--- src/rtl/dsdq_pkg.sv ---
// package for the depth-sorted draw queue
// holds the entry type, status codes and default sizes; no dependencies
package dsdq_pkg;

    localparam int DSDQ_CAPACITY = 64;

    localparam int KIND_W   = 3;
    localparam int KEY_W    = 16;
    localparam int HANDLE_W = 32;
    localparam int ENTRY_W  = KIND_W + KEY_W + HANDLE_W;

    // result status codes
    localparam logic [1:0] STAT_PUSH_OK   = 2'd0;
    localparam logic [1:0] STAT_PUSH_DROP = 2'd1;
    localparam logic [1:0] STAT_SORTED    = 2'd2;
    localparam logic [1:0] STAT_EMPTY     = 2'd3;

    // action codes
    localparam logic ACT_PUSH  = 1'b0;
    localparam logic ACT_FLUSH = 1'b1;

    typedef struct packed {
        logic [KIND_W-1:0]        kind;
        logic signed [KEY_W-1:0]  key;
        logic [HANDLE_W-1:0]      handle;
    } t_entry;

endpackage

--- src/rtl/dsdq_if.sv ---
// item channels of the depth-sorted draw queue
// depends on dsdq_pkg for field widths
interface dsdq_cmd_if
    import dsdq_pkg::*;
();
    logic                       valid;
    logic                       ready;
    logic                       action;
    logic [KIND_W-1:0]          atom_kind;
    logic signed [KEY_W-1:0]    depth_key;
    logic [HANDLE_W-1:0]        payload_handle;

    modport source (output valid, action, atom_kind, depth_key, payload_handle,
                    input ready);
    modport sink   (input valid, action, atom_kind, depth_key, payload_handle,
                    output ready);
endinterface

interface dsdq_res_if
    import dsdq_pkg::*;
();
    logic                       valid;
    logic                       ready;
    logic [1:0]                 status;
    logic [KIND_W-1:0]          out_kind;
    logic signed [KEY_W-1:0]    out_key;
    logic [HANDLE_W-1:0]        out_handle;
    logic                       last_item;

    modport source (output valid, status, out_kind, out_key, out_handle, last_item,
                    input ready);
    modport sink   (input valid, status, out_kind, out_key, out_handle, last_item,
                    output ready);
endinterface

--- src/rtl/dsdq_ram.sv ---
// generic simple dual-port ram, one write and one read port, registered read
// no dependencies
module dsdq_ram #(
    parameter int WIDTH = 8,
    parameter int DEPTH = 16
) (
    input  logic                     i_clk,
    input  logic                     i_we,
    input  logic [$clog2(DEPTH)-1:0] i_waddr,
    input  logic [WIDTH-1:0]         i_wdata,
    input  logic                     i_re,
    input  logic [$clog2(DEPTH)-1:0] i_raddr,
    output logic [WIDTH-1:0]         o_rdata
);
    logic [WIDTH-1:0] r_mem [DEPTH];
    logic [WIDTH-1:0] r_rdata;

    always_ff @(posedge i_clk) begin
        if (i_we) begin
            r_mem[i_waddr] <= i_wdata;
        end
        // data holds while no read is issued
        if (i_re) begin
            r_rdata <= r_mem[i_raddr];
        end
    end

    assign o_rdata = r_rdata;
endmodule

--- src/rtl/depth_sorted_draw_queue.sv ---
// depth-sorted draw queue top level
// depends on dsdq_pkg, dsdq_if (channels) and dsdq_ram (entry store)

// A push item is placed at its sorted position on arrival, insertion-sort style:
// the stored entries with a greater key are moved up one place, one entry per
// cycle, through the single read and write port of the entry ram. A push answers
// at once with one result (accepted or dropped when CAPACITY-1 entries are
// stored); a push into an empty store is written in the cycle it is taken,
// while a push into a non-empty store first moves up each stored entry with a
// greater key and then writes the new entry; no new item is taken
// meanwhile. Equal keys keep their arrival order. A flush streams the store out
// in ascending key order, one entry per cycle while the output register can
// take it, marks the final entry with last_item and empties the store; a flush
// of an empty store gives a single marker result. Results sit in an output
// register; a new item is taken only while that register is empty or its
// result leaves in the same cycle.
module depth_sorted_draw_queue
    import dsdq_pkg::*;
#(
    parameter int CAPACITY = DSDQ_CAPACITY
) (
    input  logic        i_clk,
    input  logic        i_rst_n,
    dsdq_cmd_if.sink    i_cmd,
    dsdq_res_if.source  o_res
);
    localparam int ADDR_W = $clog2(CAPACITY);
    localparam logic [ADDR_W-1:0] FULL_CNT = ADDR_W'(CAPACITY - 1);
    localparam logic [ADDR_W-1:0] ONE      = ADDR_W'(1);
    localparam logic [ADDR_W-1:0] TWO      = ADDR_W'(2);

    typedef enum logic [2:0] {
        S_IDLE  = 3'b001,
        S_SHIFT = 3'b010,
        S_FLUSH = 3'b100
    } t_state;

    t_state              r_state, n_state;
    logic [ADDR_W-1:0]   r_count, n_count;
    logic [ADDR_W-1:0]   r_pos, n_pos;     // insertion slot or flush index
    t_entry              r_new, n_new;

    // output register
    logic                r_ov, n_ov;
    logic [1:0]          r_ostat, n_ostat;
    t_entry              r_oent, n_oent;
    logic                r_olast, n_olast;

    // ram port
    logic                w_we, w_re;
    logic [ADDR_W-1:0]   w_waddr, w_raddr;
    t_entry              w_wdata;
    logic [ENTRY_W-1:0]  w_rdata;
    t_entry              w_rd;

    logic                w_ofree, w_acc;

    dsdq_ram #(
        .WIDTH (ENTRY_W),
        .DEPTH (CAPACITY)
    ) u_store (
        .i_clk   (i_clk),
        .i_we    (w_we),
        .i_waddr (w_waddr),
        .i_wdata (w_wdata),
        .i_re    (w_re),
        .i_raddr (w_raddr),
        .o_rdata (w_rdata)
    );

    assign w_rd    = t_entry'(w_rdata);
    assign w_ofree = !r_ov || o_res.ready;
    assign i_cmd.ready = (r_state == S_IDLE) && w_ofree;
    assign w_acc   = i_cmd.valid && i_cmd.ready;

    always_comb begin
        n_state = r_state;
        n_count = r_count;
        n_pos   = r_pos;
        n_new   = r_new;
        n_ov    = r_ov && !o_res.ready;
        n_ostat = r_ostat;
        n_oent  = r_oent;
        n_olast = r_olast;
        w_we    = 1'b0;
        w_waddr = r_pos;
        w_wdata = r_new;
        w_re    = 1'b0;
        w_raddr = r_pos;

        case (r_state)
            S_IDLE: begin
                if (w_acc) begin
                    n_ov    = 1'b1;
                    n_oent  = '0;
                    n_olast = 1'b1;
                    if (i_cmd.action == ACT_PUSH) begin
                        if (r_count >= FULL_CNT) begin
                            n_ostat = STAT_PUSH_DROP;
                        end else begin
                            n_ostat      = STAT_PUSH_OK;
                            n_new.kind   = i_cmd.atom_kind;
                            n_new.key    = i_cmd.depth_key;
                            n_new.handle = i_cmd.payload_handle;
                            n_pos        = r_count;
                            if (r_count == '0) begin
                                // empty store: write straight into slot zero
                                w_we    = 1'b1;
                                w_waddr = '0;
                                w_wdata = n_new;
                                n_count = ONE;
                            end else begin
                                w_re    = 1'b1;
                                w_raddr = r_count - ONE;
                                n_state = S_SHIFT;
                            end
                        end
                    end else begin
                        if (r_count == '0) begin
                            n_ostat = STAT_EMPTY;
                        end else begin
                            n_ov    = r_ov && !o_res.ready;
                            w_re    = 1'b1;
                            w_raddr = '0;
                            n_pos   = '0;
                            n_state = S_FLUSH;
                        end
                    end
                end
            end
            S_SHIFT: begin
                // w_rd holds the entry at r_pos-1 unless r_pos is zero
                if (r_pos != '0 && w_rd.key > r_new.key) begin
                    w_we    = 1'b1;
                    w_waddr = r_pos;
                    w_wdata = w_rd;
                    n_pos   = r_pos - ONE;
                    if (r_pos != ONE) begin
                        w_re    = 1'b1;
                        w_raddr = r_pos - TWO;
                    end
                end else begin
                    w_we    = 1'b1;
                    w_waddr = r_pos;
                    w_wdata = r_new;
                    n_count = r_count + ONE;
                    n_state = S_IDLE;
                end
            end
            S_FLUSH: begin
                if (w_ofree) begin
                    n_ov    = 1'b1;
                    n_ostat = STAT_SORTED;
                    n_oent  = w_rd;
                    n_olast = (r_pos == r_count - ONE);
                    if (r_pos == r_count - ONE) begin
                        n_count = '0;
                        n_state = S_IDLE;
                    end else begin
                        n_pos   = r_pos + ONE;
                        w_re    = 1'b1;
                        w_raddr = r_pos + ONE;
                    end
                end
            end
            default: begin
                n_state = S_IDLE;
            end
        endcase
    end

    always_ff @(posedge i_clk) begin
        if (!i_rst_n) begin
            r_state <= S_IDLE;
            r_count <= '0;
            r_ov    <= 1'b0;
        end else begin
            r_state <= n_state;
            r_count <= n_count;
            r_ov    <= n_ov;
        end
        r_pos   <= n_pos;
        r_new   <= n_new;
        r_ostat <= n_ostat;
        r_oent  <= n_oent;
        r_olast <= n_olast;
    end

    assign o_res.valid      = r_ov;
    assign o_res.status     = r_ostat;
    assign o_res.out_kind   = r_oent.kind;
    assign o_res.out_key    = r_oent.key;
    assign o_res.out_handle = r_oent.handle;
    assign o_res.last_item  = r_olast;

    // store never holds more than capacity minus one entries
    a_count_bound: assert property (@(posedge i_clk) disable iff (!i_rst_n)
        r_count <= FULL_CNT)
        else $error("entry count beyond capacity");

    // a dropped push leaves the store untouched
    a_drop_stable: assert property (@(posedge i_clk) disable iff (!i_rst_n)
        (w_acc && i_cmd.action == ACT_PUSH && r_count >= FULL_CNT) |=>
        ($stable(r_count) && r_state == S_IDLE))
        else $error("dropped push changed the store");

    // insertion slot never goes beyond the entry count of the store
    a_pos_bound: assert property (@(posedge i_clk) disable iff (!i_rst_n)
        (r_state == S_SHIFT) |-> (r_pos <= r_count))
        else $error("insertion slot out of range");

    // the flush ends only on a result marked last
    a_flush_last: assert property (@(posedge i_clk) disable iff (!i_rst_n)
        (r_state == S_FLUSH && n_state == S_IDLE) |=> (r_ov && r_olast && r_count == '0))
        else $error("flush ended without a last result");
endmodule
--- src/flat_wrapper.sv ---
// flat-port wrapper written by rule: the top's interface ports become plain ports
module depth_sorted_draw_queue_flat import dsdq_pkg::*;
#(
    parameter int CAPACITY = DSDQ_CAPACITY
)
  (i_clk, i_rst_n, i_cmd_valid, i_cmd_action, i_cmd_atom_kind, i_cmd_depth_key, i_cmd_payload_handle, i_cmd_ready, o_res_valid, o_res_status, o_res_out_kind, o_res_out_key, o_res_out_handle, o_res_last_item, o_res_ready);
  dsdq_cmd_if i_cmd_i ();
  dsdq_res_if o_res_i ();
  input  logic i_clk;
  input  logic i_rst_n;
  input wire logic [$bits(i_cmd_i.valid)-1:0] i_cmd_valid;
  input wire logic [$bits(i_cmd_i.action)-1:0] i_cmd_action;
  input wire logic [$bits(i_cmd_i.atom_kind)-1:0] i_cmd_atom_kind;
  input wire logic [$bits(i_cmd_i.depth_key)-1:0] i_cmd_depth_key;
  input wire logic [$bits(i_cmd_i.payload_handle)-1:0] i_cmd_payload_handle;
  output wire logic [$bits(i_cmd_i.ready)-1:0] i_cmd_ready;
  output wire logic [$bits(o_res_i.valid)-1:0] o_res_valid;
  output wire logic [$bits(o_res_i.status)-1:0] o_res_status;
  output wire logic [$bits(o_res_i.out_kind)-1:0] o_res_out_kind;
  output wire logic [$bits(o_res_i.out_key)-1:0] o_res_out_key;
  output wire logic [$bits(o_res_i.out_handle)-1:0] o_res_out_handle;
  output wire logic [$bits(o_res_i.last_item)-1:0] o_res_last_item;
  input wire logic [$bits(o_res_i.ready)-1:0] o_res_ready;
  assign i_cmd_i.valid = i_cmd_valid;
  assign i_cmd_i.action = i_cmd_action;
  assign i_cmd_i.atom_kind = i_cmd_atom_kind;
  assign i_cmd_i.depth_key = i_cmd_depth_key;
  assign i_cmd_i.payload_handle = i_cmd_payload_handle;
  assign i_cmd_ready = i_cmd_i.ready;
  assign o_res_valid = o_res_i.valid;
  assign o_res_status = o_res_i.status;
  assign o_res_out_kind = o_res_i.out_kind;
  assign o_res_out_key = o_res_i.out_key;
  assign o_res_out_handle = o_res_i.out_handle;
  assign o_res_last_item = o_res_i.last_item;
  assign o_res_i.ready = o_res_ready;
  depth_sorted_draw_queue #(.CAPACITY(CAPACITY)) u_core (.i_clk(i_clk), .i_rst_n(i_rst_n), .i_cmd(i_cmd_i), .o_res(o_res_i));
endmodule
--- config.mk ---
export PLATFORM = sky130hd
export DESIGN_NAME = depth_sorted_draw_queue_flat
export DESIGN_NICKNAME = d
export VERILOG_FILES = /design/src/rtl/dsdq_pkg.sv /design/src/rtl/dsdq_if.sv /design/src/rtl/dsdq_ram.sv /design/src/rtl/depth_sorted_draw_queue.sv /design/src/flat_wrapper.sv
export SDC_FILE = /design/constraint.sdc
export NUM_CORES = 2
export LEC_CHECK = 0
export BUFFER_PORTS_ARGS = -buffer_cell sky130_fd_sc_hd__buf_4
export CORE_ASPECT_RATIO = 0.9
export CORE_MARGIN = 2
export CORE_UTILIZATION = 25
export CTS_BUF_LIST = sky130_fd_sc_hd__clkbuf_8 sky130_fd_sc_hd__clkbuf_16
export DETAILED_ROUTE_END_ITERATION = 6
export PLACE_DENSITY_LB_ADDON = 0.15
export SLEW_MARGIN = 0
export SYNTH_ARGS = -nofsm -noshare
export SYNTH_HDL_FRONTEND = slang
export SYNTH_SLANG_ARGS = --single-unit
--- constraint.sdc ---
create_clock -name i_clk -period 22.9 [get_ports i_clk]
set_input_delay 4.58 -clock i_clk [delete_from_list [all_inputs] [get_ports i_clk]]
set_output_delay 4.58 -clock i_clk [all_outputs]
set_load 0.05 [all_outputs]
# [Yosys cells after proc, flatten, opt, wreduce, memory -nomap -nowiden]
# Memory sizes are Yosys's and may differ from the RTL's. A register that Yosys moved wholly into a read port is not among the register bits.
# Cells that the tools add are included.
[word_totals] regBits=121 ramBits=3264 in_bits=56 output_inout_bits=56 elab_cells=131 n_memories=1
[mem_list] name="u_core.u_store.r_mem" words=64 width=51 rd=1 rd_ports_with_merged_regs=1 write_ports=1 line="dsdq_ram.sv:15" source="logic [WIDTH-1:0] r_mem [DEPTH];"
[op_classes] add_sub_neg=5 order_cmp=2 n_eq_ne=16 mux=76 bitwise_logic=2 reduce_logical=17
[ops] op="$mux 51" count=7
[ops] op="$pmux 51 s2" count=2
[ops] op="$mux 6" count=25
[ops] op="$pmux 6 s3" count=3
[ops] op="$mux 3" count=8
[ops] op="$mux 1" count=21
[ops] op="$gt 16x16->1" count=1
[ops] op="$add 6x1->6 const B" count=2
[ops] op="$reduce_and 4->1" count=3
[ops] op="$sub 6x1->6 const B" count=2
[ops] op="$ne 2x2->1 const B" count=5
[ops] op="$pmux 3 s3" count=1
[ops] op="$mux 2" count=4
[ops] op="$ne 2x1->1 const B" count=4
[ops] op="$reduce_and 8->1" count=1
[ops] op="$eq 6x6->1" count=1
[ops] op="$ge 6x6->1 const B" count=1
[ops] op="$logic_not 6->1" count=1
[ops] op="$ne 3x3->1 const B" count=2
[ops] op="$ne 6x1->1 const B" count=1
[ops] op="$pmux 1 s2" count=3
[ops] op="$reduce_and 6->1" count=1
[ops] op="$reduce_bool 6->1" count=1
[ops] op="$sub 6x2->6 const B" count=1
[ops] op="other kinds (12)" count=17

# [Depth between registers and ports, before layout]
[logic_depth] word_depth=8 ltp_mapped=18 ltp_nobuf=13

# [By module]
# From an unflattened synthesis, not the netlist that was laid out.
[unflattened] hier_cells=5784 hier_area_um2=131828.9
[by_module_without_submodules] mod="dsdq_ram" n_inst=1 cells_each=5176 area_per_inst_um2=125100.0 seq_area_each_um2=99545.5
[by_module_without_submodules] mod="depth_sorted_draw_queue" n_inst=1 cells_each=608 area_per_inst_um2=6729.0 seq_area_each_um2=3533.4

# [Worst setup path after synthesis]
# OpenSTA, ideal clock, no wires.
[synth_timing] path_type="input -> register" start="in o_res_ready" end="reg u_core.u_store.r_rdata[0] (netlist: u_core.u_store.o_rdata[0]) (read register of u_core.u_store.r_mem), data pin" setup_time_ns=0.265 arrival_time_ns=11.182 required_ns=22.635 path_slack_ns=11.453 stages=13 path_buffers=5 cell_sequence="nor2b_1 > a211oi_1 > o31ai_2 > a221o_1 > buf_2 > buf_2 > buf_2 > buf_2 > nor2_1 > clkbuf_1 > a32oi_1 > a211oi_1 > nor4b_2"
[synth_between] elab_chain_cells=5 word_cells_on_any_way=9 classes_between="6 x mux; 3 x reduce/logical"
[synth_rtl] item="from (decl)" line="flat_wrapper.sv:23" source="input wire logic [$bits(o_res_i.ready)-1:0] o_res_ready;"
[synth_rtl] item="$logic_or 1x1->1 (*)" line="depth_sorted_draw_queue.sv:72" source="assign w_ofree = !r_ov || o_res.ready;"
[synth_rtl] item="$logic_and 1x1->1" line="depth_sorted_draw_queue.sv:73" source="assign i_cmd.ready = (r_state == S_IDLE) && w_ofree;"
[synth_rtl] item="$logic_and 1x1->1" line="depth_sorted_draw_queue.sv:74" source="assign w_acc = i_cmd.valid && i_cmd.ready;"
[synth_rtl] item="$mux 6 / $mux 1 (equally long branches)" line="depth_sorted_draw_queue.sv:93" source="if (w_acc) begin"
[synth_rtl] item="$pmux 6 s3 / $pmux 1 s3 (equally long branches)" line="depth_sorted_draw_queue.sv:91" source="case (r_state)"
[synth_rtl] item="to (decl)" line="dsdq_ram.sv:16" source="logic [WIDTH-1:0] r_rdata;"
# Mark *: on every way between the ends. The rest lies on a longest branch, timed or not.
# A chain may end at the register's enable or synchronous reset.

# [Worst setup path after layout]
[layout_timing] start="in o_res_ready" end="reg u_core.u_store.r_rdata[44] (netlist: u_core.u_store.o_rdata[44]) (read register of u_core.u_store.r_mem), data pin"
# The elaborated chain is that of the path after synthesis.

==> summary.md <==
| Metric | Value |
|---|---|
| Routed len/inst | 31.5 um |
| Core Rows | 258 |
| First-pass DRT Iterations | 5 |
| Crit end category | flip-flop |
| Num CTS Buffers | between 300 and 400 |
| Initial drt markers | around 11000 |
| Final nets | 10000 |
| H-Tree Depth | 5 |
| Placed inst area | 0.148 mm2 |
| Initial core utilization | approximately 25% |
| Async SR Flop Fraction | 0% |
| RSZ-0062 raised after global routing | false |
| CTS max path bufs | 4 |
| Dominant cells by area after synthesis | edfxtp_1, nand2_1, a211oi_1 |
| Routed via count | 89800 |
| Layout Utilization | just under 30% |
| I/O pin cnt | 112 |
| Global-route usage over all layers | 19.1% |
| Cells after DPL | 16800 |
| Final non-filler cell total | 17500 |
| Final setup TNS | 0 ns |
| DRT Wirelength | 552000 um |
| Largest area contributor in the netlist | edfxtp_1 |
| Placer Congestion | between 0.7 and 0.8 |
| CP arrival | ~11 ns |
| Post-CTS Repair Setup Buffers | 0 |
| Antenna Nets Post-Route | 0 |
| Seq/Total Area, Yosys | around 75% |
| Worst-path clk slew | roughly 0.06 ns |
| DR DRC count | 0 |
| Most used DFF post-synth | edfxtp_1 |
| Area Overhead vs Synth | 15.7% |
| Hold Crit Class | flip-flop to flip-flop |
| Cells after Synth | 9879 |
| Hold EP | u_core.r_count[1] |
| WHS Path Cells | 2 |
| Startpoint Class | input port |
| Gates resized, CTS repair | 0 |
| Post-route cell area | 0.160 mm2 |
| Die height | 709 um |
| R2R Path Start | u_core.u_store.o_rdata[37] |
| Post-synthesis cell type count | a little over 80 |
| Clock Sinks | 3436 |
| Max-cap violations | 0 |
| VDD IR max | 0.157 mV |
| Setup ws final | 12.65 ns |
| Syn nets | approximately 10000 |
| Die W | 787 um |
| Synthesized cell area | 0.138 mm2 |
| Flops & latches, synth | approximately 3400 |
| First-pass GRT wire length | 749000 um |
| Post-Syn Area per Cell | 14.0 um2 |
| Most frequent cell after synthesis | edfxtp_1 |
| CTS tree | yes |
| Share of the synthesized area in the top cell type | 74.5% |
| Fin Clk Skew | 0.0783 ns |
| IO Port Bufs | 111 |
| PD cells | 124 mW/mm2 |
| Max Slew Vio Count | 0 |
| Cts hold-fix bufs | 0 |
| CTS Root Cell | clkbuf_16 |
| Via density per instance | 5.13 |
| Achievable Freq | 97.5 MHz |
| Worst-path fanout max | 86 |
| HP Start | u_core.r_count[1] |
| Length in cells of the worst reg-to-reg path | 13 |
| Number of enable flip-flop cells after synthesis | 3426 |
| Synth top cells by count | edfxtp_1, nand2_1, nand3_1 |
| Fin crit period | 10.25 ns |
| Reg-to-reg endpoint | u_core.u_store.o_rdata[44] |
| Detail Placement HPWL | 296000 um |
| Clock Latency Late Sink | 1.03 ns |
| Core footprint | 0.549 mm2 |
| Worst EP required | 23.49 ns |
| Largest net degree at the start of global routing | around 150 |
| P_leak | approximately 53 nW |
| Status | completed |
| Synth warn | 0 |
| Relative slew slack | 8.67% |
| Die ar. | around 0.56 mm2 |
| Hold violation count in the final report | 0 |
| Worst slack at placement | 11.59 ns |
| FF-to-FF setup slack | 15.09 ns |
| Part of the cycle the worst path needs | ~45% |
| Final Setup Violations | 0 |
| GRT overflow | 0 |
| Slew at the pin closest to its max-slew limit | 1.37 ns |
| Layout cells sized above 1 | between 10% and 20% |
| Crit path kind | input port to flip-flop |
| Vias in the first global route | 85400 |
| Initial antenna violation count | 50 |
==> per-layer routing <==
layer,wire length [um],GRT usage [%]
met1,255000,28.4
met3,43900,3.37
met4,13200,4.40
met5,0,0
met2,240000,28.8
==> metrics by stage <==
stage	hold slack, ns	total power [mW]
2_1_floorplan	0.491	11.5
3_3_place_gp	0.554	14.1
3_5_place_dp	0.543	14.1
4_1_cts	0.553	20.0
5_1_grt	0.596	20.6
6_report	0.549	19.8
==> worst max-delay path by stage <==
stage	start	to	slack, ns	depth (start not counted)
3_5_place_dp	o_res_ready	u_core.u_store.o_rdata[44]	11.59	13
4_1_cts	o_res_ready	u_core.u_store.o_rdata[44]	12.62	13
6_report	o_res_ready	u_core.u_store.o_rdata[44]	12.65	13
3_3_place_gp	o_res_ready	u_core.u_store.o_rdata[44]	11.55	13
2_1_floorplan	o_res_ready	u_core.u_store.o_rdata[0]	11.45	13
5_1_grt	o_res_ready	u_core.u_store.o_rdata[44]	12.44	13
==> flip-flops by register name, summed over array words and instances, names as in the netlist <==
signal                   count
u_core.u_store.r_mem      3264
u_core.o_res.out_kind        3
u_core.r_count               6
u_core.r_pos                 6
u_core.u_store.o_rdata      51
u_core.o_res.status          2
u_core.o_res.valid           1
u_core.r_state               3
u_core.o_res.out_handle     32
u_core.o_res.last_item       1
u_core.o_res.out_key        16
u_core.r_new                51
==> cell families after synthesis <==
family | share of synthesized area (%)
mux | 1.46
fa+ha+maj | 0.226
flops | 74.6
buf+inv | 2.42
xor+xnor | 0.0987
compound gates | 8.14
simple gates | 13.0
==> power breakdown <==
group | internal, mW | total, mW | switching (mW)
logic | 1.54 | 6.32 | 4.78
clock network | 3.18 | 5.81 | 2.63
registers | 7.61 | 7.69 | 0.0840
total | 12.3 | 19.8 | 7.49
==> area by class of cell <==
class	instances	area, um2
inverters	35	131
well taps	7280	9110
multi-input cells	5669	32600
clock buffers	378	9460
diodes	10	25.0
repair buffers	421	3390
fillers	55200	390000
clock inverters	285	1990
flip-flops and latches	3436	103000
==> placed cells by master (no fill, tap or decap), drive strengths merged, types with 202 or more instances in the layout <==
cell type     n
nand2      2042
a211oi      464
a21oi       373
nand3       634
clkbuf      378
buf         421
edfxtp     3426
mux2i       202
and2        202
and3        477
==> critical path, cell delays in order <==
cell	delay (ns)
buf_4	0.11
nand2b_1	0.31
nand2_1	0.22
nor4_1	0.08
a221o_1	0.39
a211o_1	0.42
o31a_2	0.38
nand2_8	0.65
or3_4	0.71
buf_4	0.80
o22ai_1	0.38
or4_1	0.73
nor4_1	1.00
Power figures use the tool's default switching activity.
